### config.mk
export PLATFORM = sky130hd
export DESIGN_NAME = tlik_isqrt
export DESIGN_NICKNAME = d
export VERILOG_FILES = /design/src/sv/tlik_pkg.sv /design/src/sv/tlik_isqrt.sv
export SDC_FILE = /design/constraint.sdc
export NUM_CORES = 2
export LEC_CHECK = 0
export BUFFER_PORTS_ARGS = -buffer_cell sky130_fd_sc_hd__buf_4
export CORE_ASPECT_RATIO = 2
export CORE_MARGIN = 4
export CORE_UTILIZATION = 51
export DETAILED_ROUTE_END_ITERATION = 10
export HOLD_SLACK_MARGIN = 0.02
export PLACE_DENSITY = 0.79
export SLEW_MARGIN = 25
export SYNTH_ARGS = -nofsm -noshare
export SYNTH_HDL_FRONTEND = slang
export SYNTH_SLANG_ARGS = --single-unit
### constraint.sdc
create_clock -name clk -period 8.2 [get_ports clk]
set_input_delay 0.82 -clock clk [delete_from_list [all_inputs] [get_ports clk]]
set_output_delay 0.82 -clock clk [all_outputs]
set_load 0.02 [all_outputs]
### src/sv/tlik_pkg.sv
package tlik_pkg;

	localparam int ANGLE_FRAC_BITS_DEF   = 7;
	localparam int CORDIC_ITERATIONS_DEF = 16;

	localparam int DIST_W  = 16;
	localparam int LEN_W   = 11;
	localparam int ANGLE_W = 15;

	// c is Q30, magnitude up to 2^30
	localparam int CMAG_W  = 31;
	localparam int C_W     = CMAG_W + 1;
	localparam int DEN_W   = 32;
	localparam int REM_W   = DEN_W + 1;
	localparam int CSQ_W   = 2 * CMAG_W - 1;
	localparam int SQV_W   = 2 * CMAG_W;
	localparam int SQR_W   = CMAG_W + 2;

	localparam int CW      = 46;
	localparam int ZW      = 34;
	localparam int ATAN_W  = 31;
	localparam int ATAN_LEN = 24;

	localparam logic [LEN_W-1:0] LEN_RESET = LEN_W'(100);

	// register stages besides the cordic iterations
	localparam int LAT_FIXED = 2 + CMAG_W + 1 + CMAG_W + 2 + 2 + 1;

	typedef enum logic [0:0] {
		REG_UPPER_LINK = 1'b0,
		REG_LOWER_LINK = 1'b1
	} cfg_reg_t;

	typedef struct packed {
		logic valid;
		logic unr;
	} tlik_ctl_t;

	// atan(2^-i) in degrees, Q24
	function automatic logic [ATAN_W-1:0] atan_q24(input int idx);
		logic [ATAN_W-1:0] v;
		case (idx)
			0:  v = 31'd754974720;
			1:  v = 31'd445687602;
			2:  v = 31'd235489088;
			3:  v = 31'd119537938;
			4:  v = 31'd60000934;
			5:  v = 31'd30029717;
			6:  v = 31'd15018523;
			7:  v = 31'd7509720;
			8:  v = 31'd3754917;
			9:  v = 31'd1877466;
			10: v = 31'd938734;
			11: v = 31'd469367;
			12: v = 31'd234684;
			13: v = 31'd117342;
			14: v = 31'd58671;
			15: v = 31'd29335;
			16: v = 31'd14668;
			17: v = 31'd7334;
			18: v = 31'd3667;
			19: v = 31'd1833;
			20: v = 31'd917;
			21: v = 31'd458;
			22: v = 31'd229;
			23: v = 31'd115;
			default: v = '0;
		endcase
		return v;
	endfunction

endpackage

### src/sv/tlik_isqrt.sv
module tlik_isqrt #(
	parameter int PASS_W = 1
) (
	input  logic                        clk,
	input  logic                        arst_n,
	input  tlik_pkg::tlik_ctl_t         in_ctl,
	input  logic [tlik_pkg::SQV_W-1:0]  in_val,
	input  logic [PASS_W-1:0]           in_pass,
	output tlik_pkg::tlik_ctl_t         out_ctl,
	output logic [tlik_pkg::CMAG_W-1:0] out_root,
	output logic [PASS_W-1:0]           out_pass
);
	import tlik_pkg::*;

	localparam int STAGES = SQV_W / 2;

	// digit-by-digit root, two radicand bits per stage
	tlik_ctl_t          ctl_s  [STAGES];
	logic [SQV_W-1:0]   val_s  [STAGES];
	logic [SQR_W-1:0]   rem_s  [STAGES];
	logic [CMAG_W-1:0]  root_s [STAGES];
	logic [PASS_W-1:0]  pass_s [STAGES];

	for (genvar k = 0; k < STAGES; k++) begin : g_stage
		tlik_ctl_t         ctl_in;
		logic [SQV_W-1:0]  val_in;
		logic [SQR_W-1:0]  rem_in;
		logic [CMAG_W-1:0] root_in;
		logic [PASS_W-1:0] pass_in;
		logic [SQR_W+1:0]  acc;
		logic [SQR_W+1:0]  trial;
		logic              ge;
		logic [SQR_W+1:0]  diff;

		if (k == 0) begin : g_first
			assign ctl_in  = in_ctl;
			assign val_in  = in_val;
			assign rem_in  = '0;
			assign root_in = '0;
			assign pass_in = in_pass;
		end else begin : g_rest
			assign ctl_in  = ctl_s[k-1];
			assign val_in  = val_s[k-1];
			assign rem_in  = rem_s[k-1];
			assign root_in = root_s[k-1];
			assign pass_in = pass_s[k-1];
		end

		assign acc   = {rem_in, val_in[SQV_W-1 -: 2]};
		assign trial = {2'b00, root_in, 2'b01};
		assign ge    = acc >= trial;
		assign diff  = ge ? acc - trial : acc;

		always_ff @(posedge clk or negedge arst_n) begin
			if (!arst_n) begin
				ctl_s[k] <= '0;
			end else begin
				ctl_s[k] <= ctl_in;
			end
		end

		always_ff @(posedge clk) begin
			val_s[k]  <= {val_in[SQV_W-3:0], 2'b00};
			rem_s[k]  <= diff[SQR_W-1:0];
			root_s[k] <= {root_in[CMAG_W-2:0], ge};
			pass_s[k] <= pass_in;
		end
	end

	assign out_ctl  = ctl_s[STAGES-1];
	assign out_root = root_s[STAGES-1];
	assign out_pass = pass_s[STAGES-1];

endmodule

Yosys cells after proc, flatten, opt, wreduce, memory -nomap -nowiden
Memories as Yosys holds them, arrays and structs flattened.
Cells that the tools add are included.
- register bits after elaboration: 62
- RAM bits: 3875
- bits of input ports: 67
- output and inout bits: 34
- word-level logic and storage cells: 159
- memories: 4
- memories (name ; words ; bits a word ; read ports ; clocked after memory_dff ; write ports ; line ; RTL):
    val_s ; 31 ; 60 ; 30 ; 0 ; 31 ; tlik_isqrt.sv:19 ; logic [SQV_W-1:0] val_s [STAGES];
    rem_s ; 31 ; 33 ; 30 ; 0 ; 31 ; tlik_isqrt.sv:20 ; logic [SQR_W-1:0] rem_s [STAGES];
    root_s ; 31 ; 31 ; 31 ; 0 ; 31 ; tlik_isqrt.sv:21 ; logic [CMAG_W-1:0] root_s [STAGES];
    pass_s ; 31 ; 1 ; 31 ; 0 ; 31 ; tlik_isqrt.sv:22 ; logic [PASS_W-1:0] pass_s [STAGES];
- add/sub/neg operators: 31
- $lt $le $gt $ge: 31
- muxes and demuxes: 31
- operators by type and width (cell ; number):
    $ge 35x33->1 ; 30
    $mux 33 ; 31
    $sub 33x33->33 ; 30
    $sub 2x1->3 const B ; 1
    $ge 2x1->1 const B ; 1

Longest topological paths before layout
An unclocked memory read counts as a cell.
- depth after elaboration: 3
- gate-level depth with buffers: 15
- mapped depth without buffers: 12

Least setup slack after synthesis
No wires, ideal clock.
- kind: reg2reg
- from: memory root_s[17][2] (netlist: root_s[1][33])
- to: memory rem_s[1][70] (netlist name)
- library setup time: 0.121 ns
- arrival: 2.947 ns
- required time: 8.079 ns
- slack: 5.132 ns
- stages on the path, launching flop included: 11
- buffers on the path: 1
- clock period less this slack: 3.068 ns
- cell sequence: dfxtp_1 -> inv_1 -> ha_1 -> a21o_1 -> a21o_1 -> a221o_1 -> a211oi_2 -> o21ai_1 -> a211oi_2 -> clkbuf_1 -> mux2_2
- RTL lines (element ; line):
    start: declaration ; tlik_isqrt.sv:21
    end: declaration ; tlik_isqrt.sv:20

==> results.md <==
* Crit Reg-Reg Startpoint: root_s[1][372]$_DFF_P_
* Flip-flop and latch area at 49580 um2
* Critical path capture point: rem_s[1][437]$_DFF_P_
* Max incr delay on CP at 0.70 ns
* Post-Syn Instances at 8594
* Syn Std Cell Area at 89060 um2
* Initial core utilization at 51.33%
* Largest fanout on the critical path at 49
* HP Class: input pin to flip-flop
* GRT Overall Usage at 22.13%
* R2r setup slk at 3.72 ns
* Clock Pin Slew Worst Setup and Hold Paths at 0.06 ns
* Final Critical Period at 4.477 ns
* Drt via density at 5.467
* Avg Inst Size Synth at 10.36 um2
* Tcrit/Tclk final at 54.60%
* Most frequent CP cell: o211ai_1
* Global-route wire length before repair at 318400 um
* Post-Syn Nets at 9189
* Max H-tree Level at 4
* Largest net degree at the start of global routing at 63
* Met1 Routed Length at 57310 um
* Die H at 599.0 um
* Reg-to-Reg End: rem_s[1][437]$_DFF_P_
* Maximum clock rate at 0.2234 GHz
* Prevailing post-synth register cell: dfxtp_1
* CP endpoint kind: flip-flop
* Max VDD drop at 0.2451 mV
* Max Used Layer: met4
* Routability Congestion at 1.054
* I/O Pins at 101
* Worst Path Arrival at 5.20 ns
* CP max stage cell: o211ai_1
* FF-to-FF path depth at 11
* Worst Tran Pin Value at 1.136 ns
* RSZ-0062 raised after global routing: false
* Detailed Routing Iterations Pass 1 at 6
* # Post-CTS Setup Buffers at 0
* Worst Setup SP: root_s[1][372]$_DFF_P_
* Drt first-iter violations at 2719
* FILL cells at 14070
* CTS sink cnt at 2461
* Final Hold Fails at 0
* Core ar. at 173500 um2
* Crit path cell chain: inv_1, ha_1, o21a_1, o22ai_1, o31ai_1, o21ai_1, o211ai_1, a221oi_1, o211ai_1, buf_4, mux2_2
* Setup CP Type: flip-flop to flip-flop
* Data required time of the critical path at 8.93 ns
* Most frequent cells in the layout: dfxtp_1 (2399), inv_1 (655), nor2_1 (573), a21oi_1 (545), ha_1 (528)
* Commonest non-fill, non-tap cell in the layout: dfxtp_1
* Setup skew after layout at 0.1062 ns
* Resized Gates After CTS at 0
* Clk buf depth at 4
* Setup TNS at 0 ns
* Status: completed
* Post-DRT Antenna Nets at 0
* Slew HR at 23.63%
* Total Wirelength at 207600 um
* Final setup fails at 0
* Routed len/inst at 18.37 um
* Share of cells above drive strength 1 at 7.482%
* Pwr Total at 30.59 mW
* Die area at 181800 um2
* Multi-input gate area at 36480 um2
* Area grow syn2layout at 12.40%
* Pleak at 46.66 nW
* HPWL Detailed at 157600 um
* CTS Root Cell: clkbuf_16
* Site Rows at 216
* Final core utilization at 57.69%
* Slew Viols, Final at 0
* Power per cell area at 305.6 nW/um2
* Crit start category: flip-flop
* Yosys cell types at 109
* Yosys warns at 0
* TritonCTS clock tree: done
* Clk_lat worst skew at 0.87 ns
* GRT overflow at 0
* Post-synthesis register bit count at 2461
* DRC viols at 0
* Hold bufs inserted after CTS at 44
* Cell depth of the worst setup path at 11
* Metal3 WL at 6268 um
* Wire length on met2 at 117900 um
* Synth async-reset ratio at 2.519%
* TritonCTS Buffers at 207
* Vias in the first global route at 64610
* Die Wd at 303.5 um
* Crit path buf inv count at 2
* Count of input and output buffers at 100
* Initial antenna violation count at 8
* Cell family with most CP delay: compound AO/OA/AOI/OAI gates
* Via Count at 61780
* Max-Cap Viols at 0
* Post-synth EDFFs at 0
* Nets at 9415
* Sequential area share after synthesis at 55.67%
synth_stat cells, drive strengths merged (62+ instances only):
master,number,area (um2)
a21o,202,1516
o21ai,391,1957
xor2,359,3144
nand4,86,538.0
nor2b,77,481.7
mux2,97,1096
xnor2,409,3582
ha,528,6606
nand3,139,708.2
or3,86,548.0
nor2,574,2155
nor3,224,1142
o21a,98,735.7
dfxtp,2399,48030
nor4,118,780.7
dfrtp,62,1551
nand2b,122,763.2
clkbuf,128,480.5
inv,658,2470
nand2,498,1874
a21oi,547,2741
power breakdown:
group	switching, mW	leakage, nW	internal, mW
sequential	1.44	20.8	13.9
combinational	2.77	22.3	2.22
clock	4.30	3.52	5.99
worst min-delay path by stage:
stage	startpoint	endpoint	slack, ns	depth (start not counted)
after floorplan	pass_s[0][9]$_DFF_P_	pass_s[0][10]$_DFF_P_	0.31	0
after global placement	pass_s[0][13]$_DFF_P_	pass_s[0][14]$_DFF_P_	0.31	0
after detailed placement	pass_s[0][11]$_DFF_P_	pass_s[0][12]$_DFF_P_	0.31	0
after CTS	in_val[39]	val_s[0][39]$_DFF_P_	0.02	1
after global routing	in_val[0]	val_s[0][0]$_DFF_P_	0.04	1
final	in_val[39]	val_s[0][39]$_DFF_P_	0.07	1
worst register-to-register path, delay by kind of cell (launching register included):
kind,cells,cell delay [ns]
fa+ha+maj,1,0.36
buf+inv,2,0.61
compound gates,7,2.62
flops,1,0.33
mux,1,0.45
stage by stage:
stage	worst slack, ns	cells	hold WS (ns)	area (um2)
floorplan	5.132	8594	0.3096	89060
global placement	3.881	10860	0.3096	92340
detailed placement	3.825	10860	0.3121	92350
CTS	3.792	11270	0.02010	100000
global route	3.533	11300	0.03794	100100
finish	3.723	11300	0.06776	100100
sequential cells by signal (all words and copies together) (netlist names):
name / cells
rem_s: 942
out_ctl: 2
pass_s: 31
root_s: 496
val_s: 930
ctl_s: 60
per-layer routing:
layer / track usage (%) / vias to the layer above
met5: 0 / -
met4: 23.78 / 0
li1: - / 29920
met3: 2.977 / 1013
met1: 15.30 / 29170
met2: 45.50 / 1676
final cells by class:
class	instances	area share, %
multi-input combinational	5317	36.44
antenna	29	0.07250
sequential	2461	49.53
inverter	658	2.467
clock buffer	275	5.867
timing repair buffer	175	1.422
clock inverter	96	1.345
tap	2289	2.861
logic make-up after synthesis:
family | Yosys count | share of synthesized area, %
flip-flops | 2461 | 55.67
AND/OR/NAND/NOR | 2214 | 12.53
AO/OA/AOI/OAI | 1694 | 11.95
buffers and inverters | 816 | 3.483
XOR/XNOR | 768 | 7.553
adder cells (fa/ha/maj) | 528 | 7.418
multiplexers | 112 | 1.399
other | 1 | 0.004211
Note: power is estimated with default switching activity, not from simulation.
